**config.mk**
```make
export PLATFORM = sky130hd
export DESIGN_NAME = bmir_back
export DESIGN_NICKNAME = d
export VERILOG_FILES = /design/src/hw/rtl/bmir_pkg.sv /design/src/hw/rtl/bmir_back.sv
export SDC_FILE = /design/constraint.sdc
export NUM_CORES = 1
export LEC_CHECK = 0
export BUFFER_PORTS_ARGS = -buffer_cell sky130_fd_sc_hd__buf_4
export CAP_MARGIN = 10
export CORE_MARGIN = 4
export CORE_UTILIZATION = 55
export CTS_CLUSTER_SIZE = 24
export DETAILED_ROUTE_END_ITERATION = 12
export MAX_ROUTING_LAYER = met4
export PLACE_DENSITY = 0.78
export SETUP_SLACK_MARGIN = 0.5
export SLEW_MARGIN = 20
export SYNTH_ARGS = -nofsm -noshare
export SYNTH_HDL_FRONTEND = slang
export SYNTH_SLANG_ARGS = --single-unit
```
**constraint.sdc**
```tcl
create_clock -name clk -period 8.55 [get_ports clk]
set_input_delay 1.2825 -clock clk [delete_from_list [all_inputs] [get_ports clk]]
set_output_delay 1.2825 -clock clk [all_outputs]
set_load 0.02 [all_outputs]
```
**src/hw/rtl/bmir_pkg.sv**
```systemverilog
// shared types and constants of the bmp mirror engine
package bmir_pkg;

    localparam int CFG_DATA_W  = 9;
    localparam int CFG_INDEX_W = 2;
    localparam int BPP_W       = 3;

    localparam logic [CFG_INDEX_W-1:0] REG_FLIP_MODE       = 2'd0;
    localparam logic [CFG_INDEX_W-1:0] REG_PIXEL_WIDTH     = 2'd1;
    localparam logic [CFG_INDEX_W-1:0] REG_PIXEL_HEIGHT    = 2'd2;
    localparam logic [CFG_INDEX_W-1:0] REG_BYTES_PER_PIXEL = 2'd3;

    localparam logic [1:0] FLIP_H = 2'd0;
    localparam logic [1:0] FLIP_V = 2'd1;

    localparam logic [1:0]            RST_FLIP_MODE       = FLIP_H;
    localparam logic [CFG_DATA_W-1:0] RST_PIXEL_WIDTH     = 9'd1;
    localparam logic [CFG_DATA_W-1:0] RST_PIXEL_HEIGHT    = 9'd1;
    localparam logic [BPP_W-1:0]      RST_BYTES_PER_PIXEL = 3'd3;

    localparam logic CMD_STORE = 1'b0;

    localparam logic [1:0] SETTLE_CYCLES = 2'd3;

    typedef struct packed {
        logic       command;
        logic [7:0] data_byte;
    } item_t;

    typedef struct packed {
        logic flip_h;
        logic flip_v;
    } flip_t;

    typedef enum logic [2:0] {
        ST_IDLE,
        ST_DIV,
        ST_SRC,
        ST_ADDR,
        ST_DATA
    } back_state_t;

endpackage

```
**src/hw/rtl/bmir_back.sv**
```systemverilog
// back end: load counter, mirrored address sequencer and output register
module bmir_back #(
    parameter int MAX_WIDTH           = 256,
    parameter int MAX_HEIGHT          = 256,
    parameter int MAX_BYTES_PER_PIXEL = 4
) (
    input  logic                               clk,
    input  logic                               rst_n,
    input  logic                               q_valid,
    input  bmir_pkg::item_t                    q_item,
    output logic                               q_pop,
    input  bmir_pkg::flip_t                    geo_flip,
    input  logic [$clog2(MAX_WIDTH+1)-1:0]     geo_w,
    input  logic [$clog2(MAX_HEIGHT+1)-1:0]    geo_h,
    input  logic [bmir_pkg::BPP_W-1:0]         geo_bpp,
    input  logic [$clog2(((MAX_WIDTH*MAX_BYTES_PER_PIXEL+3)/4)*4+1)-1:0] geo_data_bytes,
    input  logic [$clog2(((MAX_WIDTH*MAX_BYTES_PER_PIXEL+3)/4)*4+1)-1:0] geo_row_bytes,
    input  logic [$clog2(((MAX_WIDTH*MAX_BYTES_PER_PIXEL+3)/4)*4*MAX_HEIGHT+1)-1:0] geo_total,
    output logic                               ram_we,
    output logic [$clog2(((MAX_WIDTH*MAX_BYTES_PER_PIXEL+3)/4)*4*MAX_HEIGHT)-1:0] ram_waddr,
    output logic [7:0]                         ram_wdata,
    output logic                               ram_re,
    output logic [$clog2(((MAX_WIDTH*MAX_BYTES_PER_PIXEL+3)/4)*4*MAX_HEIGHT)-1:0] ram_raddr,
    input  logic [7:0]                         ram_rdata,
    output logic                               out_valid,
    input  logic                               out_ready,
    output logic [7:0]                         out_byte,
    output logic                               frame_last,
    output logic                               not_ready
);

    localparam int WW      = $clog2(MAX_WIDTH+1);
    localparam int HW      = $clog2(MAX_HEIGHT+1);
    localparam int ROW_MAX = ((MAX_WIDTH*MAX_BYTES_PER_PIXEL+3)/4)*4;
    localparam int RW      = $clog2(ROW_MAX+1);
    localparam int RIW     = $clog2(ROW_MAX);
    localparam int DEPTH   = ROW_MAX*MAX_HEIGHT;
    localparam int AW      = $clog2(DEPTH);
    localparam int LW      = $clog2(DEPTH+1);
    localparam int HIW     = (MAX_HEIGHT > 1) ? $clog2(MAX_HEIGHT) : 1;
    localparam int PIW     = (MAX_WIDTH > 1) ? $clog2(MAX_WIDTH) : 1;
    localparam int PW3     = 2*RIW+1;
    localparam int RECIP3  = (2**(RIW+1))/3 + 1;
    localparam int BW      = bmir_pkg::BPP_W;

    bmir_pkg::back_state_t state_reg;
    bmir_pkg::back_state_t state_next;
    logic [LW-1:0]         load_index_reg;
    logic [LW-1:0]         load_index_next;
    logic                  frame_full_reg;
    logic                  frame_full_next;
    logic [HIW-1:0]        out_row_reg;
    logic [HIW-1:0]        out_row_next;
    logic [RIW-1:0]        out_row_byte_reg;
    logic [RIW-1:0]        out_row_byte_next;
    logic [PIW-1:0]        pix_reg;
    logic [PIW-1:0]        pix_next;
    logic [AW-1:0]         row_base_reg;
    logic [AW-1:0]         row_base_next;
    logic [RIW-1:0]        src_byte_reg;
    logic [RIW-1:0]        src_byte_next;
    logic                  out_valid_reg;
    logic                  out_valid_next;
    logic [7:0]            out_byte_reg;
    logic [7:0]            out_byte_next;
    logic                  frame_last_reg;
    logic                  frame_last_next;
    logic                  not_ready_reg;
    logic                  not_ready_next;

    logic                  full_eff;
    logic                  out_free;
    logic [LW-1:0]         load_inc;
    logic [PW3-1:0]        prod3;
    logic [RIW-1:0]        quo;
    logic [PIW-1:0]        mpix;
    logic [RIW-1:0]        part;
    logic                  use_h;
    logic [HIW-1:0]        src_row;
    logic [RW-1:0]         byte_inc;

    function automatic logic [RIW-1:0] times_bpp(input logic [RIW-1:0] v,
                                                 input logic [BW-1:0] b);
        logic [RIW-1:0] r;
        case (b)
            3'd2:    r = v << 1;
            3'd3:    r = (v << 1) + v;
            3'd4:    r = v << 2;
            default: r = v;
        endcase
        return r;
    endfunction

    assign full_eff = frame_full_reg || (load_index_reg >= geo_total);
    assign out_free = !out_valid_reg || out_ready;
    assign load_inc = load_index_reg + LW'(1);

    // byte within row divided by bytes per pixel
    assign prod3 = PW3'(out_row_byte_reg) * PW3'(RECIP3);

    always_comb
    begin
        case (geo_bpp)
            3'd2:    quo = out_row_byte_reg >> 1;
            3'd3:    quo = prod3[PW3-1 -: RIW];
            3'd4:    quo = out_row_byte_reg >> 2;
            default: quo = out_row_byte_reg;
        endcase
    end

    assign mpix    = PIW'(geo_w - WW'(1) - WW'(pix_reg));
    assign part    = out_row_byte_reg - times_bpp(RIW'(pix_reg), geo_bpp);
    assign use_h   = geo_flip.flip_h && (RW'(out_row_byte_reg) < geo_data_bytes);
    assign src_row = geo_flip.flip_v ? HIW'(geo_h - HW'(1) - HW'(out_row_reg)) : out_row_reg;
    assign byte_inc = RW'(out_row_byte_reg) + RW'(1);

    always_ff @(posedge clk or negedge rst_n)
    begin
        if (!rst_n)
        begin
            state_reg        <= bmir_pkg::ST_IDLE;
            load_index_reg   <= '0;
            frame_full_reg   <= 1'b0;
            out_row_reg      <= '0;
            out_row_byte_reg <= '0;
            out_valid_reg    <= 1'b0;
        end
        else
        begin
            state_reg        <= state_next;
            load_index_reg   <= load_index_next;
            frame_full_reg   <= frame_full_next;
            out_row_reg      <= out_row_next;
            out_row_byte_reg <= out_row_byte_next;
            out_valid_reg    <= out_valid_next;
        end
    end

    always_ff @(posedge clk)
    begin
        pix_reg        <= pix_next;
        row_base_reg   <= row_base_next;
        src_byte_reg   <= src_byte_next;
        out_byte_reg   <= out_byte_next;
        frame_last_reg <= frame_last_next;
        not_ready_reg  <= not_ready_next;
    end

    always_comb
    begin
        state_next        = state_reg;
        load_index_next   = load_index_reg;
        frame_full_next   = frame_full_reg;
        out_row_next      = out_row_reg;
        out_row_byte_next = out_row_byte_reg;
        pix_next          = pix_reg;
        row_base_next     = row_base_reg;
        src_byte_next     = src_byte_reg;
        out_valid_next    = out_valid_reg && !out_ready;
        out_byte_next     = out_byte_reg;
        frame_last_next   = frame_last_reg;
        not_ready_next    = not_ready_reg;
        q_pop             = 1'b0;
        ram_we            = 1'b0;
        ram_re            = 1'b0;

        case (state_reg)
            bmir_pkg::ST_IDLE:
            begin
                if (q_valid)
                begin
                    if (q_item.command == bmir_pkg::CMD_STORE)
                    begin
                        q_pop           = 1'b1;
                        frame_full_next = full_eff;
                        if (!full_eff)
                        begin
                            ram_we          = 1'b1;
                            load_index_next = load_inc;
                            frame_full_next = (load_inc >= geo_total);
                        end
                    end
                    else if (!full_eff)
                    begin
                        if (out_free)
                        begin
                            q_pop           = 1'b1;
                            out_valid_next  = 1'b1;
                            out_byte_next   = 8'd0;
                            frame_last_next = 1'b0;
                            not_ready_next  = 1'b1;
                        end
                    end
                    else
                    begin
                        q_pop           = 1'b1;
                        frame_full_next = 1'b1;
                        if (HW'(out_row_reg) >= geo_h)
                        begin
                            out_row_next = '0;
                        end
                        if (RW'(out_row_byte_reg) >= geo_row_bytes)
                        begin
                            out_row_byte_next = '0;
                        end
                        state_next = bmir_pkg::ST_DIV;
                    end
                end
            end

            bmir_pkg::ST_DIV:
            begin
                pix_next   = PIW'(quo);
                state_next = bmir_pkg::ST_SRC;
            end

            bmir_pkg::ST_SRC:
            begin
                src_byte_next = use_h ? times_bpp(RIW'(mpix), geo_bpp) + part
                                      : out_row_byte_reg;
                row_base_next = AW'(AW'(src_row) * AW'(geo_row_bytes));
                state_next    = bmir_pkg::ST_ADDR;
            end

            bmir_pkg::ST_ADDR:
            begin
                ram_re     = 1'b1;
                state_next = bmir_pkg::ST_DATA;
            end

            bmir_pkg::ST_DATA:
            begin
                if (out_free)
                begin
                    out_valid_next = 1'b1;
                    out_byte_next  = ram_rdata;
                    not_ready_next = 1'b0;
                    if ((HW'(out_row_reg) == geo_h - HW'(1)) &&
                        (RW'(out_row_byte_reg) == geo_row_bytes - RW'(1)))
                    begin
                        frame_last_next   = 1'b1;
                        out_row_next      = '0;
                        out_row_byte_next = '0;
                        load_index_next   = '0;
                        frame_full_next   = 1'b0;
                    end
                    else
                    begin
                        frame_last_next = 1'b0;
                        if (byte_inc >= geo_row_bytes)
                        begin
                            out_row_byte_next = '0;
                            out_row_next      = out_row_reg + HIW'(1);
                        end
                        else
                        begin
                            out_row_byte_next = RIW'(byte_inc);
                        end
                    end
                    state_next = bmir_pkg::ST_IDLE;
                end
            end

            default:
            begin
                state_next = bmir_pkg::ST_IDLE;
            end
        endcase
    end

    assign ram_waddr  = AW'(load_index_reg);
    assign ram_wdata  = q_item.data_byte;
    assign ram_raddr  = row_base_reg + AW'(src_byte_reg);

    assign out_valid  = out_valid_reg;
    assign out_byte   = out_byte_reg;
    assign frame_last = frame_last_reg;
    assign not_ready  = not_ready_reg;

    a_store_only_when_filling: assert property (@(posedge clk) disable iff (!rst_n)
        ram_we |-> !frame_full_reg)
        else $error("frame store written while frame full");

    a_fetch_only_on_full_frame: assert property (@(posedge clk) disable iff (!rst_n)
        (state_reg != bmir_pkg::ST_IDLE) |-> frame_full_reg)
        else $error("fetch sequence running without a full frame");

    a_read_feeds_data: assert property (@(posedge clk) disable iff (!rst_n)
        ram_re |=> (state_reg == bmir_pkg::ST_DATA))
        else $error("memory read not followed by data stage");

    a_not_ready_clean: assert property (@(posedge clk) disable iff (!rst_n)
        (out_valid_reg && not_ready_reg) |-> (!frame_last_reg && out_byte_reg == 8'd0))
        else $error("not ready word carries data");

endmodule

```
==> results of run 1 <==
[where the power goes]
part           leakage [nW]  switching [mW]  internal, mW
clock                 0.161           0.200         0.260
combinational          6.65            1.30          1.00
sequential             1.00          0.0998         0.612
[worst paths after layout]
kind | end | start | cells past startpoint | slack, ns
setup / recovery | row_base_reg[17]$_DFFE_PP_ | geo_h[0] | 28 | 1.12
hold / removal | out_row_reg[6]$_DFFE_PN0P_ | out_row_reg[6]$_DFFE_PN0P_ | 1 | 0.57
setup reg to reg | row_base_reg[17]$_DFFE_PP_ | out_row_reg[1]$_DFFE_PN0P_ | 25 | 1.86
hold reg to reg | out_row_reg[6]$_DFFE_PN0P_ | out_row_reg[6]$_DFFE_PN0P_ | 1 | 0.57
max in group asynchronous | load_index_reg[0]$_DFFE_PN0P_ | rst_n | 1 | 7.23
min in group asynchronous | load_index_reg[16]$_DFFE_PN0P_ | rst_n | 1 | 0.92
[routing by layer]
metal  vias to the layer above  part of all wire (%)
li1                       5738                     -
met5                         -                     0
met2                       397                    48
met3                        79                   5.7
met1                      5712                    43
met4                         0                   2.9
[final cells by class]
type                       instances  area, sq um
antenna                            1         2.50
timing repair buffer             134         1010
fill                            2199         9800
clock buffer                       9          225
clock inverter                     7          100
multi-input combinational       1225        10200
tap                              330          413
sequential                        88         2430
inverter                         237          890
[critical path, stage by stage]
cell and delay [ns]:
buf_4 0.11, inv_1 0.05, ha_1 0.26, inv_1 0.06, ha_1 0.33, nor2b_1 0.15
o21ai_0 0.19, a21oi_1 0.14, o41ai_1 0.42, xnor2_1 0.17, a21o_1 0.32, nand2b_1 0.22
fa_1 0.52, fa_1 0.56, inv_1 0.06, fa_1 0.53, inv_1 0.05, fa_1 0.52
inv_1 0.04, ha_1 0.33, o21a_1 0.12, o31a_1 0.13, o211ai_1 0.16, nand2_1 0.10
a41oi_1 0.28, a21o_1 0.19, o21ai_0 0.11, xnor2_1 0.13
[cells by family (layout without fill, tap and decap cells)]
| family | after synthesis | in the layout | synth area share, % |
|---|---|---|---|
| adders and majority gates | 314 | 314 | 32.9 |
| xor gates and xnor gates | 109 | 109 | 6.84 |
| buffers and inverters | 313 | 387 | 9.29 |
| AOI/OAI and AO/OA | 342 | 342 | 16.3 |
| and+or+nand+nor | 444 | 444 | 16.1 |
| other | 0 | 1 | 0 |
| DFF | 88 | 88 | 17.4 |
| muxes | 16 | 16 | 1.21 |
[stage by stage]
step                      setup slack, ns  util (%)  instances  total power, mW
final                                1.12      61.0       2031             3.48
after global routing                0.614      61.0       2031             3.80
after CTS                            1.13      61.0       2030             3.49
after detailed placement            0.743      59.7       2014             3.02
after global placement              0.859      59.7       2014             2.94
after floorplan                      1.41         -       1626             2.41
[Yosys cell counts (8+ instances only)]
cell and instances:
inv_1 236, ha_1 226, nand2_1 111, nor2_1 108, fa_1 88, o21ai_0 81, a21oi_1 72, xnor2_1 70
edfxtp_1 46, clkbuf_1 45, dfrtp_1 42, xor2_1 39, and3_1 29, nand3_1 29, nor3_1 29, and2_1 28
a21o_1 27, buf_4 26, nand2b_1 23, nor2b_1 22, a22o_1 18, o211ai_1 14, or3_1 14, a211oi_1 12
o21a_1 12, a31oi_1 11, a22oi_1 9, mux2i_1 9, o21bai_1 9, o22ai_1 9, nor4_1 8, o2111ai_1 8
==> flow_summary_export.csv, run 1 <==
group,metric,value,unit
run_status,status,"finished, final reports clean",
floorplanning,start_util,55.6,%
clock_tree,cts_root_buffer,"clkbuf_16",
logic_synthesis,syn_nets,2025,
floorplanning,die_h,167,um
global_routing,track_usage,25.7,%
logic_synthesis,yosysUniqueCellTypes,74,
sta,rsz0062_at_grt,"no",
cells_and_area,stdcell_area,15300,sq um
clock_tree,cts_resized,0,
detailed_routing,drt_first_iter_violations,776,
worst_setup_path,cp_data_required_time,8.66,ns
sta,slew_headroom,34.6,%
floorplanning,design.portCount,143,
global_routing,grtUsageMet2,43.3,%
detailed_routing,drt-total-wl,35100,um
global_routing,grt_pass1_vias,12100,
pwr,p_per_area,227,nW/um^2
detailed_routing,route.antenna.remaining_nets,0,
placement,dp_hpwl,27800,um
logic_synthesis,ys_ff_latch,88,
sta,timing.final.crit_share,86.9,%
global_routing,gr-usage-met3,3.02,%
worst_setup_path,worstSetupPathType,"primary input to register",
clock_tree,cts_tree,"built",
sta,finalHoldViolCount,0,
cells_and_area,largest_reg_flops,19,
logic_synthesis,syn_area,14000,sq um
clock_tree,cts.sinks,88,
worst_setup_path,arrival,7.54,ns
global_routing,grt_overflow,0,
detailed_routing,drc_errors,0,
pwr,peakVddDrop,0.244,mV
detailed_routing,viasPerCell,5.87,
sta,slew_viol_final,0,
detailed_routing,firstDrtPassIters,6,
global_routing,grt-busiest-layer,"met2",
placement,dpl_cell_area,15000,sq um
cells_and_area,syn2layout_area_growth,9.69,%
floorplanning,die-area,28000,sq um
sta,worst_slew_pin_slew,0.968,ns
logic_synthesis,synth.largest_area_cell,"ha_1",
global_routing,grt_pass1_wl,58200,um
logic_synthesis,syn_inst,1626,
sta,holdWs,0.569,ns
clock_tree,cts_max_level,3,
clock_tree,path_clk_slew,0.07,ns
sta,period_minus_slack,7.43,ns
global_routing,antenna_found_initial,1,
worst_setup_path,end_kind,"register",
clock_tree,post_cts_buffers,0,
sta,fmax,135,MHz
logic_synthesis,synth-seq-area-share,17.4,%
global_routing,grt_max_degree,43,
worst_setup_path,path_max_fanout,10,
clock_tree,insertion_delay,0.36,ns
clock_tree,cts_buffers,9,
min_path,hp-class,"register to register",
logic_synthesis,synth_top_area_share,20.3,%
floorplanning,core_area,25100,sq um
sta,skew,0.0118,ns
cells_and_area,num-nets-final,2094,
flow_run,cap_violations,0,
cells_and_area,layout-drive-gt1-share,10.6,%
pwr,p_leak,7.81,nW
clock_tree,ctsHoldBuffers,0,
worst_setup_path,startpoint_type,"primary input",
logic_synthesis,synth_area_leaders,"ha_1 (20%), fa_1 (13%), edfxtp_1 (9.9%)",
floorplanning,die_w,167,um
logic_synthesis,syn_area_per_cell,8.59,sq um
sta,tns,0,ns
detailed_routing,vias,11900,
logic_synthesis,synthArstFlopShare,47.7,%
clock_tree,clockBufferDepth,2,
logic_synthesis,ys.flop_type,"edfxtp_1",
placement,globalplace.congestion,0.918,
placement,portBuffers,125,
logic_synthesis,synth_warnings,0,
cells_and_area,mostFrequentLayoutCell,"inv_1",
detailed_routing,routedWlPerCell,17.3,um
global_routing,globalRouteMet1Util,32.2,%
cells_and_area,final_cell_mix,"inv_1 (236), ha_1 (226), buf_4 (134)",
logic_synthesis,synth_edf_count,46,
floorplanning,num_rows,58,
sta,setup_viol,0,
Note: power is estimated with default switching activity, not from simulation.
==> inputs of run 2 (changes only) <==
--- a/config.mk
+++ b/config.mk
@@ -12,8 +12,8 @@
 export CTS_CLUSTER_SIZE = 24
 export DETAILED_ROUTE_END_ITERATION = 12
 export MAX_ROUTING_LAYER = met4
-export PLACE_DENSITY = 0.78
-export SETUP_SLACK_MARGIN = 0.5
+export PLACE_DENSITY_LB_ADDON = 0.12
+export SETUP_SLACK_MARGIN = 0.2
 export SLEW_MARGIN = 20
 export SYNTH_ARGS = -nofsm -noshare
 export SYNTH_HDL_FRONTEND = slang
==> flow_summary_export.csv, run 2 (same netlist as run 1, synthesis figures left out) <==
group,metric,value,unit
worst_setup_path,end_kind,"register",
placement,dp_cells,2017,
clock_tree,cts_root_buffer,"clkbuf_16",
sta,tns,0,ns
global_routing,globalRouteMet1Util,32.4,%
detailed_routing,routedWlPerCell,16.7,um
clock_tree,cts_resized,0,
cells_and_area,multi_input_area,10200,sq um
placement,dpl_cell_area,15000,sq um
worst_setup_path,crit_top_cell,"fa_1",
detailed_routing,route.antenna.remaining_nets,0,
worst_setup_path,worstSetupPathType,"primary input to register",
sta,rsz0062_at_grt,"no",
sta,skew,0.00986,ns
clock_tree,clockBufferDepth,2,
worst_setup_path,path_max_fanout,10,
worst_setup_path,cp.depth,27,
detailed_routing,drc_errors,0,
floorplanning,die_h,167,um
cells_and_area,seq_area,2430,sq um
floorplanning,start_util,55.6,%
worst_setup_path,slowest_delay,0.55,ns
worst_setup_path,r2r_cells,25,
floorplanning,core_area,25100,sq um
sta,finalHoldViolCount,0,
pwr,peakVddDrop,0.253,mV
sta,slew_viol_final,0,
sta,setup_ws,1.20,ns
floorplanning,num_rows,58,
sta,period_minus_slack,7.35,ns
detailed_routing,drt_first_iter_violations,713,
global_routing,grt_pass1_vias,11600,
floorplanning,design.portCount,143,
clock_tree,cts_tree,"built",
detailed_routing,drt-total-wl,34000,um
worst_setup_path,startpoint_type,"primary input",
global_routing,grt_overflow,0,
clock_tree,path_clk_slew,0.07,ns
detailed_routing,viasPerCell,5.69,
cells_and_area,stdcell_count,2035,
cells_and_area,fillCellCount,2275,
placement,portBuffers,125,
sta,worst_slew_pin_slew,0.970,ns
global_routing,grt-busiest-layer,"met2",
floorplanning,die_w,167,um
cells_and_area,largest_reg_flops,19,
cells_and_area,mostFrequentLayoutCell,"inv_1",
clock_tree,cts.sinks,88,
clock_tree,cts_max_level,3,
global_routing,grtUsageMet2,41.7,%
worst_setup_path,r2r_slack,2.09,ns
min_path,hold_depth,1,
sta,setup_viol,0,
worst_setup_path,cp_data_required_time,8.65,ns
worst_setup_path,arrival,7.45,ns
flow_run,cap_violations,0,
detailed_routing,vias,11600,
global_routing,antenna_found_initial,2,
cells_and_area,layout-drive-gt1-share,10.6,%
cells_and_area,final_cell_mix,"inv_1 (236), ha_1 (226), buf_4 (137)",
placement,dp_hpwl,27600,um
worst_setup_path,crit_buf_inv,4,
global_routing,gr-usage-met3,3.07,%
pwr,p_leak,7.81,nW
cells_and_area,stdcell_area,15300,sq um
clock_tree,post_cts_buffers,0,
sta,holdWs,0.544,ns
global_routing,grt_pass1_wl,56800,um
clock_tree,cts_buffers,9,
worst_setup_path,cpLargestDelayFamily,"adder cells",
cells_and_area,num-nets-final,2097,
global_routing,track_usage,25.0,%
run_status,status,"finished, final reports clean",
floorplanning,die-area,28000,sq um
min_path,hp-class,"register to register",
sta,fmax,136,MHz
clock_tree,ctsHoldBuffers,0,
sta,slew_headroom,35.3,%
cells_and_area,syn2layout_area_growth,9.71,%
sta,timing.final.crit_share,86.0,%
placement,globalplace.congestion,0.933,
placement,dpl_worst_slack,0.857,ns
pwr,p_per_area,223,nW/um^2
global_routing,grt_max_degree,43,
worst_setup_path,slowest_stage,"fa_1",
detailed_routing,firstDrtPassIters,7,
clock_tree,insertion_delay,0.35,ns
run 2: power breakdown:
part	internal, mW	switching (mW)	total (mW)
sequential	0.613	0.0913	0.704
clock	0.232	0.184	0.417
combinational	1.00	1.29	2.29
run 2: per-layer routing:
metal  vias up  part of all wire [%]
li1       5736                     -
met1      5513                    45
met2       281                    48
met3        53                   4.2
met4         0                   2.6
met5         -                     0
run 2: cell type report:
cell class / count / share of cell area (%)
diodes: 2 / 0.0327
clock buffers: 9 / 1.47
clock inverters: 7 / 0.564
inverters: 237 / 5.81
multi-input cells: 1225 / 66.8
flip-flops and latches: 88 / 15.9
well taps: 330 / 2.70
repair buffers: 137 / 6.72
run 2: path summary, 6_finish.rpt:
check	start	to
setup / recovery	geo_h[1]	row_base_reg[17]$_DFFE_PP_
hold / removal	frame_full_reg$_DFFE_PN0P_	frame_full_reg$_DFFE_PN0P_
setup reg to reg	out_row_reg[1]$_DFFE_PN0P_	row_base_reg[17]$_DFFE_PP_
hold reg to reg	frame_full_reg$_DFFE_PN0P_	frame_full_reg$_DFFE_PN0P_
max in group asynchronous	rst_n	load_index_reg[2]$_DFFE_PN0P_
min in group asynchronous	rst_n	out_valid$_DFF_PN0_
run 2: stage by stage:
| stage | power (mW) | utilization [%] |
|---|---|---|
| finish | 3.41 | 61.0 |
| global route | 3.75 | 61.0 |
| CTS | 3.43 | 61.0 |
| detailed placement | 3.01 | 59.7 |
| global placement | 2.97 | 59.7 |
| floorplan | 2.41 | - |
