File: src/hw/rtl/bmir_pkg.sv
// shared types and constants of the bmp mirror engine
package bmir_pkg;

    localparam int CFG_DATA_W  = 9;
    localparam int CFG_INDEX_W = 2;
    localparam int BPP_W       = 3;

    localparam logic [CFG_INDEX_W-1:0] REG_FLIP_MODE       = 2'd0;
    localparam logic [CFG_INDEX_W-1:0] REG_PIXEL_WIDTH     = 2'd1;
    localparam logic [CFG_INDEX_W-1:0] REG_PIXEL_HEIGHT    = 2'd2;
    localparam logic [CFG_INDEX_W-1:0] REG_BYTES_PER_PIXEL = 2'd3;

    localparam logic [1:0] FLIP_H = 2'd0;
    localparam logic [1:0] FLIP_V = 2'd1;

    localparam logic [1:0]            RST_FLIP_MODE       = FLIP_H;
    localparam logic [CFG_DATA_W-1:0] RST_PIXEL_WIDTH     = 9'd1;
    localparam logic [CFG_DATA_W-1:0] RST_PIXEL_HEIGHT    = 9'd1;
    localparam logic [BPP_W-1:0]      RST_BYTES_PER_PIXEL = 3'd3;

    localparam logic CMD_STORE = 1'b0;

    localparam logic [1:0] SETTLE_CYCLES = 2'd3;

    typedef struct packed {
        logic       command;
        logic [7:0] data_byte;
    } item_t;

    typedef struct packed {
        logic flip_h;
        logic flip_v;
    } flip_t;

    typedef enum logic [2:0] {
        ST_IDLE,
        ST_DIV,
        ST_SRC,
        ST_ADDR,
        ST_DATA
    } back_state_t;

endpackage

File: src/hw/rtl/bmir_front.sv
// front end: config registers, geometry pipeline and input word queue
module bmir_front #(
    parameter int MAX_WIDTH           = 256,
    parameter int MAX_HEIGHT          = 256,
    parameter int MAX_BYTES_PER_PIXEL = 4
) (
    input  logic                               clk,
    input  logic                               rst_n,
    input  logic                               in_valid,
    output logic                               in_ready,
    input  logic                               command,
    input  logic [7:0]                         data_byte,
    input  logic                               cfg_we,
    input  logic [bmir_pkg::CFG_INDEX_W-1:0]   cfg_index,
    input  logic [bmir_pkg::CFG_DATA_W-1:0]    cfg_data,
    output logic                               q_valid,
    output bmir_pkg::item_t                    q_item,
    input  logic                               q_pop,
    output bmir_pkg::flip_t                    geo_flip,
    output logic [$clog2(MAX_WIDTH+1)-1:0]     geo_w,
    output logic [$clog2(MAX_HEIGHT+1)-1:0]    geo_h,
    output logic [bmir_pkg::BPP_W-1:0]         geo_bpp,
    output logic [$clog2(((MAX_WIDTH*MAX_BYTES_PER_PIXEL+3)/4)*4+1)-1:0] geo_data_bytes,
    output logic [$clog2(((MAX_WIDTH*MAX_BYTES_PER_PIXEL+3)/4)*4+1)-1:0] geo_row_bytes,
    output logic [$clog2(((MAX_WIDTH*MAX_BYTES_PER_PIXEL+3)/4)*4*MAX_HEIGHT+1)-1:0] geo_total
);

    localparam int WW      = $clog2(MAX_WIDTH+1);
    localparam int HW      = $clog2(MAX_HEIGHT+1);
    localparam int ROW_MAX = ((MAX_WIDTH*MAX_BYTES_PER_PIXEL+3)/4)*4;
    localparam int RW      = $clog2(ROW_MAX+1);
    localparam int LW      = $clog2(ROW_MAX*MAX_HEIGHT+1);
    localparam int CWW     = (WW > bmir_pkg::CFG_DATA_W) ? WW : bmir_pkg::CFG_DATA_W;
    localparam int CHW     = (HW > bmir_pkg::CFG_DATA_W) ? HW : bmir_pkg::CFG_DATA_W;

    logic [1:0]                     flip_mode_reg;
    logic [bmir_pkg::CFG_DATA_W-1:0] pixel_width_reg;
    logic [bmir_pkg::CFG_DATA_W-1:0] pixel_height_reg;
    logic [bmir_pkg::BPP_W-1:0]     bytes_per_pixel_reg;
    logic [1:0]                     settle_reg;
    logic [1:0]                     settle_next;

    bmir_pkg::flip_t                flip_reg;
    bmir_pkg::flip_t                flip_next;
    logic [WW-1:0]                  w_reg;
    logic [WW-1:0]                  w_next;
    logic [HW-1:0]                  h_reg;
    logic [HW-1:0]                  h_next;
    logic [bmir_pkg::BPP_W-1:0]     bpp_reg;
    logic [bmir_pkg::BPP_W-1:0]     bpp_next;
    logic [RW-1:0]                  data_bytes_reg;
    logic [RW-1:0]                  data_bytes_next;
    logic [RW-1:0]                  row_bytes_reg;
    logic [RW-1:0]                  row_bytes_next;
    logic [LW-1:0]                  total_reg;
    logic [LW-1:0]                  total_next;

    bmir_pkg::item_t                fifo_reg [2];
    logic                           wr_ptr_reg;
    logic                           rd_ptr_reg;
    logic [1:0]                     count_reg;
    logic [1:0]                     count_next;
    logic                           push;

    always_ff @(posedge clk or negedge rst_n)
    begin
        if (!rst_n)
        begin
            flip_mode_reg       <= bmir_pkg::RST_FLIP_MODE;
            pixel_width_reg     <= bmir_pkg::RST_PIXEL_WIDTH;
            pixel_height_reg    <= bmir_pkg::RST_PIXEL_HEIGHT;
            bytes_per_pixel_reg <= bmir_pkg::RST_BYTES_PER_PIXEL;
            settle_reg          <= bmir_pkg::SETTLE_CYCLES;
        end
        else
        begin
            settle_reg <= settle_next;
            if (cfg_we)
            begin
                case (cfg_index)
                    bmir_pkg::REG_FLIP_MODE:       flip_mode_reg       <= cfg_data[1:0];
                    bmir_pkg::REG_PIXEL_WIDTH:     pixel_width_reg     <= cfg_data;
                    bmir_pkg::REG_PIXEL_HEIGHT:    pixel_height_reg    <= cfg_data;
                    bmir_pkg::REG_BYTES_PER_PIXEL:
                        bytes_per_pixel_reg <= cfg_data[bmir_pkg::BPP_W-1:0];
                    default: ;
                endcase
            end
        end
    end

    always_comb
    begin
        if (cfg_we)
        begin
            settle_next = bmir_pkg::SETTLE_CYCLES;
        end
        else if (settle_reg != 2'd0)
        begin
            settle_next = settle_reg - 2'd1;
        end
        else
        begin
            settle_next = settle_reg;
        end
    end

    // geometry: clamp, row size, frame size
    always_comb
    begin
        flip_next.flip_h = (flip_mode_reg != bmir_pkg::FLIP_V);
        flip_next.flip_v = (flip_mode_reg != bmir_pkg::FLIP_H);

        if (pixel_width_reg == '0)
        begin
            w_next = WW'(1);
        end
        else if (CWW'(pixel_width_reg) > CWW'(MAX_WIDTH))
        begin
            w_next = WW'(MAX_WIDTH);
        end
        else
        begin
            w_next = WW'(pixel_width_reg);
        end

        if (pixel_height_reg == '0)
        begin
            h_next = HW'(1);
        end
        else if (CHW'(pixel_height_reg) > CHW'(MAX_HEIGHT))
        begin
            h_next = HW'(MAX_HEIGHT);
        end
        else
        begin
            h_next = HW'(pixel_height_reg);
        end

        if (bytes_per_pixel_reg == '0)
        begin
            bpp_next = bmir_pkg::BPP_W'(1);
        end
        else if (bytes_per_pixel_reg > bmir_pkg::BPP_W'(MAX_BYTES_PER_PIXEL))
        begin
            bpp_next = bmir_pkg::BPP_W'(MAX_BYTES_PER_PIXEL);
        end
        else
        begin
            bpp_next = bytes_per_pixel_reg;
        end

        data_bytes_next = RW'(RW'(w_reg) * RW'(bpp_reg));
        row_bytes_next  = RW'(((data_bytes_next + RW'(3)) >> 2) << 2);
        total_next      = LW'(LW'(row_bytes_reg) * LW'(h_reg));
    end

    always_ff @(posedge clk)
    begin
        flip_reg       <= flip_next;
        w_reg          <= w_next;
        h_reg          <= h_next;
        bpp_reg        <= bpp_next;
        data_bytes_reg <= data_bytes_next;
        row_bytes_reg  <= row_bytes_next;
        total_reg      <= total_next;
    end

    // two word queue toward the back end
    assign in_ready = (count_reg != 2'd2) && (settle_reg == 2'd0);
    assign push     = in_valid && in_ready;
    assign q_valid  = (count_reg != 2'd0);
    assign q_item   = fifo_reg[rd_ptr_reg];

    always_comb
    begin
        count_next = count_reg;
        if (push && !q_pop)
        begin
            count_next = count_reg + 2'd1;
        end
        else if (!push && q_pop)
        begin
            count_next = count_reg - 2'd1;
        end
    end

    always_ff @(posedge clk or negedge rst_n)
    begin
        if (!rst_n)
        begin
            wr_ptr_reg <= 1'b0;
            rd_ptr_reg <= 1'b0;
            count_reg  <= 2'd0;
        end
        else
        begin
            count_reg <= count_next;
            if (push)
            begin
                wr_ptr_reg <= ~wr_ptr_reg;
            end
            if (q_pop)
            begin
                rd_ptr_reg <= ~rd_ptr_reg;
            end
        end
    end

    always_ff @(posedge clk)
    begin
        if (push)
        begin
            fifo_reg[wr_ptr_reg].command   <= command;
            fifo_reg[wr_ptr_reg].data_byte <= data_byte;
        end
    end

    assign geo_flip       = flip_reg;
    assign geo_w          = w_reg;
    assign geo_h          = h_reg;
    assign geo_bpp        = bpp_reg;
    assign geo_data_bytes = data_bytes_reg;
    assign geo_row_bytes  = row_bytes_reg;
    assign geo_total      = total_reg;

endmodule

File: config.mk
export PLATFORM = sky130hd
export DESIGN_NAME = bmir_front
export DESIGN_NICKNAME = d
export VERILOG_FILES = /design/src/hw/rtl/bmir_pkg.sv /design/src/hw/rtl/bmir_front.sv
export SDC_FILE = /design/constraint.sdc
export NUM_CORES = 1
export LEC_CHECK = 0
export ABC_AREA = 0
export ABC_CLOCK_PERIOD_IN_PS = 11500
export BUFFER_PORTS_ARGS = -buffer_cell sky130_fd_sc_hd__buf_2
export CAP_MARGIN = 20
export CORE_ASPECT_RATIO = 1.25
export CORE_MARGIN = 4
export CORE_UTILIZATION = 50
export CTS_BUF_LIST = sky130_fd_sc_hd__clkbuf_4
export CTS_CLUSTER_SIZE = 12
export DETAILED_ROUTE_END_ITERATION = 10
export PLACE_DENSITY = 0.78
export REMOVE_ABC_BUFFERS = 1
export SYNTH_ARGS = -nofsm -noshare
export SYNTH_HDL_FRONTEND = slang
export SYNTH_SLANG_ARGS = --single-unit
export TNS_END_PERCENT = 1
File: constraint.sdc
create_clock -name clk -period 11.5 [get_ports clk]
set_input_delay 0.575 -clock clk [delete_from_list [all_inputs] [get_ports clk]]
set_output_delay 0.575 -clock clk [all_outputs]
set_load 0.01 [all_outputs]
==> results of run 1 <==
==> cell usage in the layout (no fill, tap or decap), types with 3 or more instances in the layout <==
cell type / count
inv_1: 99
buf_2: 95
and2_1: 68
nand2_1: 67
dfxtp_1: 60
fa_1: 57
ha_1: 54
mux2_2: 32
xnor2_1: 23
dfrtp_1: 23
edfxtp_1: 18
a21oi_1: 13
xor2_1: 11
a21o_1: 10
clkbuf_4: 10
nor2_1: 9
dfstp_2: 6
nor4_1: 5
nor2b_1: 5
o21ai_0: 4
o21bai_1: 4
or2_2: 4
conb_1: 4
nand3_1: 3
nand2b_1: 3
and3_1: 3
inv_6: 3
==> cells by family after synthesis <==
kind of cell,synth area share [%]
simple gates,14.0
buf+inv,6.75
fa+ha+maj,27.0
flops,36.8
compound gates,5.36
xor+xnor,4.67
mux,5.36
other cells,0.0558
==> metrics by stage <==
stage / total power, W / hold slack, ns / instances / setup WS, ns / util [%]
2_1_floorplan: 0.00130 / 0.279 / 612 / 7.41 / -
3_3_place_gp: 0.00153 / 0.445 / 878 / 7.27 / 55.5
3_5_place_dp: 0.00157 / 0.472 / 878 / 7.13 / 55.5
4_1_cts: 0.00178 / 0.0820 / 894 / 7.10 / 56.7
5_1_grt: 0.00194 / 0.0821 / 894 / 6.85 / 56.7
6_report: 0.00175 / 0.114 / 894 / 7.10 / 56.7
==> how the worst max path moves through the flow <==
| stage | from | end | slack [ns] | cells past startpoint |
|---|---|---|---|---|
| floorplan | geo_h[8] | geo_total[18] | 7.41 | 14 |
| global placement | geo_h[8] | geo_total[18] | 7.27 | 14 |
| detailed placement | geo_row_bytes[2] | geo_total[18] | 7.13 | 14 |
| CTS | geo_row_bytes[2] | geo_total[18] | 7.10 | 14 |
| global route | geo_row_bytes[4] | geo_total[18] | 6.85 | 16 |
| finish | geo_row_bytes[2] | geo_total[18] | 7.10 | 14 |
==> power groups by stage <==
stage | clock network (W) | registers (W) | logic, W
3_3_place_gp | 0 | 0.000605 | 0.000925
6_report | 0.000203 | 0.000605 | 0.000941
5_1_grt | 0.000228 | 0.000622 | 0.00109
2_1_floorplan | 0 | 0.000615 | 0.000683
3_5_place_dp | 0 | 0.000613 | 0.000953
4_1_cts | 0.000212 | 0.000605 | 0.000959
==> metal layers <==
metal	up-vias	share of wire [%]	GRT usage (%)
met5	-	0	0
met4	0	2.4	6.42
met1	2148	40	19.7
met2	92	54	32.0
li1	2153	-	-
met3	26	3.5	2.68
==> cell type report <==
class / instances / area, µm² / share of cell area, %
multi-input combinational: 406 / 3810 / 50.8
sequential: 107 / 2470 / 33.0
timing repair buffer: 95 / 475 / 6.34
inverter: 99 / 372 / 4.96
tap: 171 / 214 / 2.85
clock inverter: 6 / 81.3 / 1.08
clock buffer: 10 / 75.1 / 1.00
==> worst max-delay path, cell delays in order, from the launching register on <==
cell and delay (ns):
dfxtp_1 0.56, nand2_1 0.13, fa_1 0.52, fa_1 0.55, inv_1 0.05, fa_1 0.52, inv_1 0.05, fa_1 0.52
inv_1 0.04, ha_1 0.34, o21a_1 0.22, and2_1 0.16, o21ai_0 0.31, o21ai_0 0.18, xnor2_1 0.15
==> flow_summary_export.csv, run 1 <==
group,metric,value,unit
min_path,hold_class,"in -> async",
pwr,p_per_area,233,nW/µm²
timing,grt_setup_unrepaired,"no",
pwr,p_comb_share,53.8,%
pwr,power_switching_share,43.1,%
logic_synthesis,yosys_warnings,0,
timing,fmax,227,MHz
finish,diodes,0,
finish,fin_nets,854,
finish,layout-drive-gt1-share,22.7,%
global_route,grt_max_degree,30,
logic_synthesis,synth_common_cells,"inv_1, and2_1, nand2_1",
placement,dp_hpwl,10500,µm
logic_synthesis,async_reset_ff_share,27.1,%
logic_synthesis,synth_top_area_cell,"dfxtp_1",
drt,drt-total-wl,12600,µm
setup_path,timing.rr.start,"geo_row_bytes[2]",
pwr,seq_power_share,34.6,%
floorplan,die_area,15400,µm²
clock_network,clk_pin_slew_worst_paths,0.17,ns
placement,place_area,7340,µm²
pwr,power.switching,0.000753,W
floorplan,die_w,112,µm
logic_synthesis,synth.most_common_cell,"inv_1",
pwr,vdd.ir_drop.worst,0.118,mV
setup_path,path_max_fanout,10,
logic_synthesis,synth_area,6720,µm²
drt,vias_per_cell,4.94,
clock_network,cts_num_sinks,107,
pwr,p_leak,3.83,nW
timing,setup_viol,0,
clock_network,root_buffer,"clkbuf_4",
global_route,antenna_found_initial,0,
setup_path,r2r_cells,14,
finish,largest_reg_flops,18,
pwr,p_clk_share,11.6,%
setup_path,critPathCaptureType,"flip-flop",
floorplan,io_pins,100,
finish,synthToLayoutAreaGrowth,11.5,%
clock_network,cts_setup_buffers,0,
logic_synthesis,avgSynthCellArea,10.8,µm²
finish,num-fill-cells,1126,
global_route,first_global_vias,4635,
setup_path,required,11.86,ns
outcome,status,"finished clean",
setup_path,critical_path_class,"reg -> reg",
drt,wl_per_cell,14.1,µm
drt,ant_nets,0,
drt,drtIter0Drc,166,
clock_network,clock_path_buffers,2,
global_route,grt_use_total,17.1,%
logic_synthesis,yosys-top-cells-area,"dfxtp_1, fa_1, ha_1",
logic_synthesis,synth_top_area_share,17.9,%
drt,vias,4419,
clock_network,numCtsBuffers,9,
flow_run,max_cap_viol_count,0,
clock_network,htreeDepth,3,
timing,finalSetupTns,0,ns
timing,max-slew-margin-rel,48.8,%
global_route,overflow,0,
placement,finalWeightedCongestion,0.806,
setup_path,cp-start-kind,"flip-flop",
timing,fin_skew,0.0179,ns
logic_synthesis,syn_inst,624,
clock_network,cts_hold_buffers,0,
clock_network,cts_tree,"yes",
timing,slew_violations,0,
finish,final_area,7500,µm²
logic_synthesis,synth-edff-count,18,
floorplan,core_area,13200,µm²
global_route,grt_first_pass_wirelength,21400,µm
timing,worstMarginPinSlew,0.766,ns
setup_path,r2r-end,"geo_total[18]",
pwr,p_int,0.000996,W
setup_path,critPathArrivalTime,4.76,ns
timing,fin_crit_sh,38.3,%
drt,firstDrtPassIters,4,
floorplan,initial_core_util,50.8,%
floorplan,die_h,138,µm
floorplan,rows,47,
logic_synthesis,ys.flop_type,"dfxtp_1",
placement,port_buffers,95,
setup_path,rrSetupSlack,7.10,ns
logic_synthesis,ys_types,51,
clock_network,cts_resized,0,
clock_network,clk_latency,0.45,ns
timing,final_hold_viol_count,0,
timing,period_minus_slack,4.40,ns
drt,drcViolationCount,0,
logic_synthesis,ys_seq_elements,107,
logic_synthesis,ys_seq_area_share,36.8,%
Note: power is estimated with default switching activity, not from simulation.
==> run 2: changes to the inputs <==
Settings changed: ABC_CLOCK_PERIOD_IN_PS 11500 to 4400.
Clock period 11.5 ns to 4.4 ns, I/O delays scaled along.
==> run 2 against run 1 <==
Effect of this change: total power grew to 2.6 times the previous value; hold slack lost 0.074 ns; die area is the same; global-route usage grew 0.98 points; sequential share of layout area shrank 0.71 points; wire length grew 3.4%; core utilization grew 1.7 points.
==> flow_summary_export.csv, run 2 (synthesis gave the netlist of run 1 again) <==
group,metric,value,unit
finish,layout_commonest_cell,"inv_1",
pwr,p_per_area,600,nW/µm²
clock_network,clock_path_buffers,2,
pwr,p_leak,3.91,nW
floorplan,rows,47,
clock_network,clk_pin_slew_worst_paths,0.17,ns
clock_network,cts_num_sinks,107,
pwr,vdd.ir_drop.worst,0.358,mV
global_route,grt_use_total,18.1,%
timing,fin_crit_sh,95.4,%
finish,final_area,7720,µm²
drt,drtIter0Drc,125,
global_route,grt_max_degree,30,
placement,place_area,7360,µm²
timing,grt_setup_unrepaired,"no",
drt,drcViolationCount,0,
drt,firstDrtPassIters,4,
finish,diodes,0,
setup_path,rrSetupSlack,0.20,ns
floorplan,core_area,13200,µm²
clock_network,root_buffer,"clkbuf_4",
floorplan,initial_core_util,50.8,%
timing,worstMarginPinSlew,0.746,ns
clock_network,clk_latency,0.45,ns
global_route,first_global_vias,4951,
setup_path,cp-start-kind,"flip-flop",
drt,wl_per_cell,14.3,µm
finish,layout_common_cells,"inv_1, buf_2, and2_1, nand2_1, fa_1",
drt,vias_per_cell,4.96,
timing,final_hold_viol_count,0,
floorplan,io_pins,100,
global_route,overflow,0,
finish,layout-drive-gt1-share,24.3,%
min_path,hold_class,"in -> reg",
setup_path,max_stage_delay,0.54,ns
timing,slew_violations,0,
setup_path,worst_path_max_delay_cell,"fa_1",
setup_path,critical_path_class,"reg -> reg",
floorplan,die_w,112,µm
timing,max-slew-margin-rel,50.1,%
global_route,antenna_found_initial,0,
outcome,status,"finished clean",
global_route,grt_first_pass_wirelength,22600,µm
flow_run,max_cap_viol_count,0,
placement,dp_hpwl,10700,µm
setup_path,cp_num_buf_inv,4,
timing,fin_skew,0.0166,ns
drt,vias,4541,
setup_path,critPathArrivalTime,4.56,ns
finish,synthToLayoutAreaGrowth,14.8,%
timing,period_minus_slack,4.20,ns
clock_network,cts_tree,"yes",
timing,finalSetupTns,0,ns
floorplan,die_area,15400,µm²
setup_path,crit_chain,"and2_1, fa_1, inv_1, fa_1, inv_1, fa_1, inv_1, fa_1, inv_1, ha_1, o21a_1, and2_1, o21ai_1, o21ai_0, xnor2_1",
finish,num-fill-cells,1087,
clock_network,htreeDepth,3,
finish,largest_reg_flops,18,
drt,drt-total-wl,13100,µm
timing,setup_viol,0,
setup_path,crit_family,"adder cells",
drt,ant_nets,0,
setup_path,critPathCaptureType,"flip-flop",
floorplan,die_h,138,µm
placement,finalWeightedCongestion,0.843,
setup_path,required,4.76,ns
finish,fin_nets,875,
placement,port_buffers,95,
clock_network,numCtsBuffers,9,
setup_path,path_max_fanout,10,
timing,fmax,238,MHz
-- run 2: cell types whose count changed in the layout (fill, tap and decap cells not counted), sizes merged --
cell         previous run  this run
dlygate4sd3             0        18
buf                    95        98
clkbuf                 10         9
clkinvlp                0         1
-- run 2: layout make-up --
cell class	count	area (µm²)	share of cell area, %
clock inverter	7	83.8	1.09
multi-input combinational	406	3810	49.4
tap	171	214	2.77
timing repair buffer	116	678	8.78
sequential	107	2490	32.3
clock buffer	9	67.6	0.875
inverter	99	372	4.81
-- run 2: timing repair --
item,in CTS,in global routing
gates resized for setup,1,16
endpoints found under the setup margin,1,4
setup buffers,0,0
hold endpoints to repair,53,0
gates cloned,0,0
hold buffers,18,0
-- run 2: power breakdown --
part           internal [W]  total, W  switching (W)
Clock              0.000184  0.000521       0.000337
Sequential          0.00131   0.00158       0.000272
Combinational       0.00115   0.00253        0.00138
Total               0.00264   0.00463        0.00199
-- run 2: metrics by stage --
step	hold WS (ns)	utilization, %	total power, W	cells	setup WS [ns]
3_3_place_gp	0.257	55.7	0.00401	881	0.201
3_5_place_dp	0.266	55.7	0.00412	881	0.0117
5_1_grt	0.0128	58.4	0.00515	915	0.00592
4_1_cts	0.000481	58.2	0.00468	915	0.0231
2_1_floorplan	-0.0756	-	0.00339	612	0.315
6_report	0.0401	58.4	0.00463	915	0.200
-- run 2: final timing paths --
kind,depth (start not counted),to,startpoint
max,15,geo_total[18],geo_row_bytes[5]
min,2,pixel_height_reg[7],cfg_data[7]
max reg2reg,15,geo_total[18],geo_row_bytes[5]
min reg2reg,1,geo_h[5],pixel_height_reg[5]
max in group asynchronous,2,pixel_height_reg[7],rst_n
min in group asynchronous,2,flip_mode_reg[1],rst_n
-- run 2: layer usage --
layer | track usage [%] | part of all wire, % | wire, µm
met5 | 0 | 0 | 0
met4 | 7.17 | 3.2 | 424
met3 | 2.99 | 4.3 | 557
met2 | 33.8 | 54 | 7100
met1 | 20.6 | 38 | 4980
==> run 3: changes to the inputs <==
Settings changed: ABC_AREA 0 to 1.
==> run 3 against run 2 <==
Effect of this change: non-clock buffer count down 1; clock skew up 0.010 ns; first-iteration DRC count up 110%; area after synthesis up 5.8%; setup slack better by 0.13 ns; via count up 20%; fmax up 3.2%; critical path type unchanged.
==> flow_summary_export.csv, run 3 <==
group,metric,value,unit
outcome,status,"finished clean",
drt,top_layer,"met4",
timing,fin_skew,0.0270,ns
logic_synthesis,ys_types,37,
drt,vias,5444,
logic_synthesis,synth-edff-count,18,
drt,met2_length,7340,µm
timing,worstMarginPinSlew,0.744,ns
pwr,p_clk_share,13.5,%
clock_network,htreeDepth,3,
placement,finalWeightedCongestion,0.894,
timing,slew_violations,0,
finish,fin_nets,1077,
setup_path,cp-start-kind,"flip-flop",
clock_network,numCtsBuffers,9,
global_route,grt_first_pass_wirelength,24500,µm
setup_path,r2r_cells,16,
floorplan,rows,48,
timing,final_hold_viol_count,0,
floorplan,die_area,16200,µm²
setup_path,timing.rr.start,"geo_row_bytes[5]",
setup_path,required,4.81,ns
timing,hold_ws,0.0277,ns
setup_path,crit_chain,"nand2_1, inv_1, fa_1, inv_1, fa_1, inv_1, fa_1, inv_1, fa_1, inv_1, ha_1, a21oi_1, o21ai_0, nand2_1, nand4_1, xor2_1",
pwr,p_int,0.00228,W
clock_network,root_buffer,"clkbuf_4",
setup_path,critPathArrivalTime,4.48,ns
clock_network,clk_latency,0.50,ns
clock_network,cts_setup_buffers,0,
setup_path,max_stage_delay,0.55,ns
logic_synthesis,synth_top_area_share,16.9,%
global_route,antenna_found_initial,1,
logic_synthesis,avgSynthCellArea,8.46,µm²
finish,layout-drive-gt1-share,16.3,%
floorplan,die_h,141,µm
setup_path,path_max_fanout,10,
pwr,power_switching_share,44.9,%
floorplan,core_area,13900,µm²
logic_synthesis,syn_inst,841,
clock_network,clk_pin_slew_worst_paths,0.19,ns
pwr,seq_power_share,36.8,%
min_path,hold_end,"pixel_width_reg[0]",
drt,drtIter0Drc,263,
setup_path,cp_num_buf_inv,5,
setup_path,critical_path_class,"reg -> reg",
pwr,p_leak,4.73,nW
timing,finalSetupTns,0,ns
finish,fin_cells,1122,
setup_path,r2r-end,"geo_total[15]",
logic_synthesis,yosys-top-cells-area,"dfxtp_1, fa_1, nand2_1",
global_route,overflow,0,
setup_path,rrSetupSlack,0.33,ns
pwr,power.switching,0.00186,W
drt,wl_met3,767,µm
drt,drcViolationCount,0,
min_path,holdCritStartpoint,"cfg_data[0]",
drt,wl_met1,5650,µm
pwr,vdd.ir_drop.worst,0.410,mV
setup_path,critPathCaptureType,"flip-flop",
floorplan,initial_core_util,51.3,%
timing,fmax,246,MHz
timing,setup_viol,0,
drt,drt-total-wl,14300,µm
logic_synthesis,yosys_warnings,0,
logic_synthesis,synth_common_cells,"nand2_1, inv_1, dfxtp_1",
drt,vias_per_cell,4.85,
finish,layout_commonest_cell,"nand2_1",
logic_synthesis,synth.most_common_cell,"nand2_1",
floorplan,io_pins,100,
finish,layout_common_cells,"nand2_1, inv_1, buf_2, dfxtp_1, fa_1",
logic_synthesis,synth_area,7120,µm²
placement,place_area,7710,µm²
finish,largest_reg_flops,18,
clock_network,cts_tree,"yes",
pwr,p_per_area,514,nW/µm²
timing,grt_setup_unrepaired,"no",
placement,dp_cells,1087,
min_path,hold_class,"in -> reg",
setup_path,cp_common_cell,"inv_1",
clock_network,clock_path_buffers,2,
timing,max-slew-margin-rel,50.2,%
min_path,hold_path_depth,3,
placement,dp_hpwl,11600,µm
global_route,grt_use_total,18.8,%
floorplan,die_w,115,µm
logic_synthesis,ys_seq_elements,107,
global_route,first_global_vias,5486,
finish,finalCoreUtilization,58.1,%
finish,final_area,8060,µm²
timing,fin_crit_sh,92.5,%
placement,port_buffers,95,
pwr,p_comb_share,49.7,%
logic_synthesis,ys.flop_type,"dfxtp_1",
finish,synthToLayoutAreaGrowth,13.3,%
drt,firstDrtPassIters,4,
global_route,grt_max_degree,30,
logic_synthesis,async_reset_ff_share,27.1,%
clock_network,cts_num_sinks,107,
drt,wl_per_cell,12.7,µm
setup_path,worst_path_max_delay_cell,"fa_1",
logic_synthesis,ys_seq_area_share,34.8,%
flow_run,max_cap_viol_count,0,
logic_synthesis,synth_top_area_cell,"dfxtp_1",
setup_path,crit_family,"adder cells",
timing,period_minus_slack,4.07,ns
drt,ant_nets,0,
==> run 3: changes by cell type in the layout (fill, tap and decap cells not counted), moves of 10 or more <==
cell / previous run / this run
nand3_1: 3 / 23
and2_1: 68 / 0
o21ai_0: 2 / 31
mux2_2: 32 / 9
xnor2_1: 23 / 9
nor2_1: 9 / 19
dfxtp_2: 12 / 1
inv_1: 99 / 205
dfxtp_1: 47 / 59
nand2_1: 67 / 215
==> run 3: cells by family (layout without fill, tap and decap cells) <==
family | after synthesis | count (layout) | synth area share (%)
AO/OA/AOI/OAI | 61 | 61 | 4.62
XOR/XNOR | 23 | 23 | 2.83
adder cells (fa/ha/maj) | 111 | 111 | 25.5
buffers and inverters | 239 | 341 | 12.9
flip-flops | 107 | 107 | 34.8
multiplexers | 9 | 9 | 1.42
other | 1 | 5 | 0.0527
AND/OR/NAND/NOR | 290 | 290 | 17.9
==> run 3: what timing repair did <==
action,in CTS,in global routing
hold buffers,18,0
endpoints found under the setup margin,0,1
resized for setup,0,1
hold endpoints to repair,56,0
==> run 3: how the worst max path moves through the flow <==
stage / startpoint / endpoint / slack, ns / cells after the start
after CTS: geo_row_bytes[6] / geo_total[16] / 0.33 / 14
after global routing: geo_row_bytes[5] / geo_total[18] / 0.02 / 16
final: geo_row_bytes[5] / geo_total[15] / 0.33 / 16
after floorplan: geo_h[8] / geo_total[15] / 0.58 / 14
after global placement: geo_row_bytes[6] / geo_total[16] / 0.45 / 14
after detailed placement: geo_h[2] / geo_total[18] / 0.37 / 15
==> run 3: metrics by stage <==
step                worst slack [ns]  total power (W)
floorplan                      0.576          0.00296
global placement               0.447          0.00351
detailed placement             0.367          0.00360
CTS                            0.334          0.00418
global route                  0.0158          0.00457
finish                         0.332          0.00415
==> run 3: worst reg2reg max path, stage by stage (launching register included) <==
cell	delay (ns)
dfxtp_1	0.47
nand2_1	0.13
inv_1	0.06
fa_1	0.55
inv_1	0.07
fa_1	0.47
inv_1	0.05
fa_1	0.52
inv_1	0.05
fa_1	0.52
inv_1	0.05
ha_1	0.34
a21oi_1	0.25
o21ai_0	0.13
nand2_1	0.07
nand4_1	0.09
xor2_1	0.16
==> run 3: layer usage <==
layer / vias up / global-route usage (%)
met3: 42 / 4.48
met5: - / 0
met1: 2558 / 21.2
met2: 141 / 33.5
met4: 0 / 8.10
li1: 2703 / -
==> run 3: final cells by class <==
type / instances / area (µm²)
Fill cell: 1216 / 5810
Multi-Input combinational cell: 498 / 3730
Sequential cell: 107 / 2480
Inverter: 210 / 788
Timing Repair Buffer: 115 / 671
Tap cell: 175 / 219
Clock inverter: 7 / 103
Clock buffer: 9 / 67.6
Antenna cell: 1 / 2.50
==> run 3: power by group through the flow <==
stage	sequential (W)	clock (W)	combinational, W
finish	0.00153	0.000561	0.00206
global route	0.00157	0.000617	0.00238
CTS	0.00152	0.000573	0.00209
detailed placement	0.00154	0	0.00206
global placement	0.00153	0	0.00198
floorplan	0.00157	0	0.00139
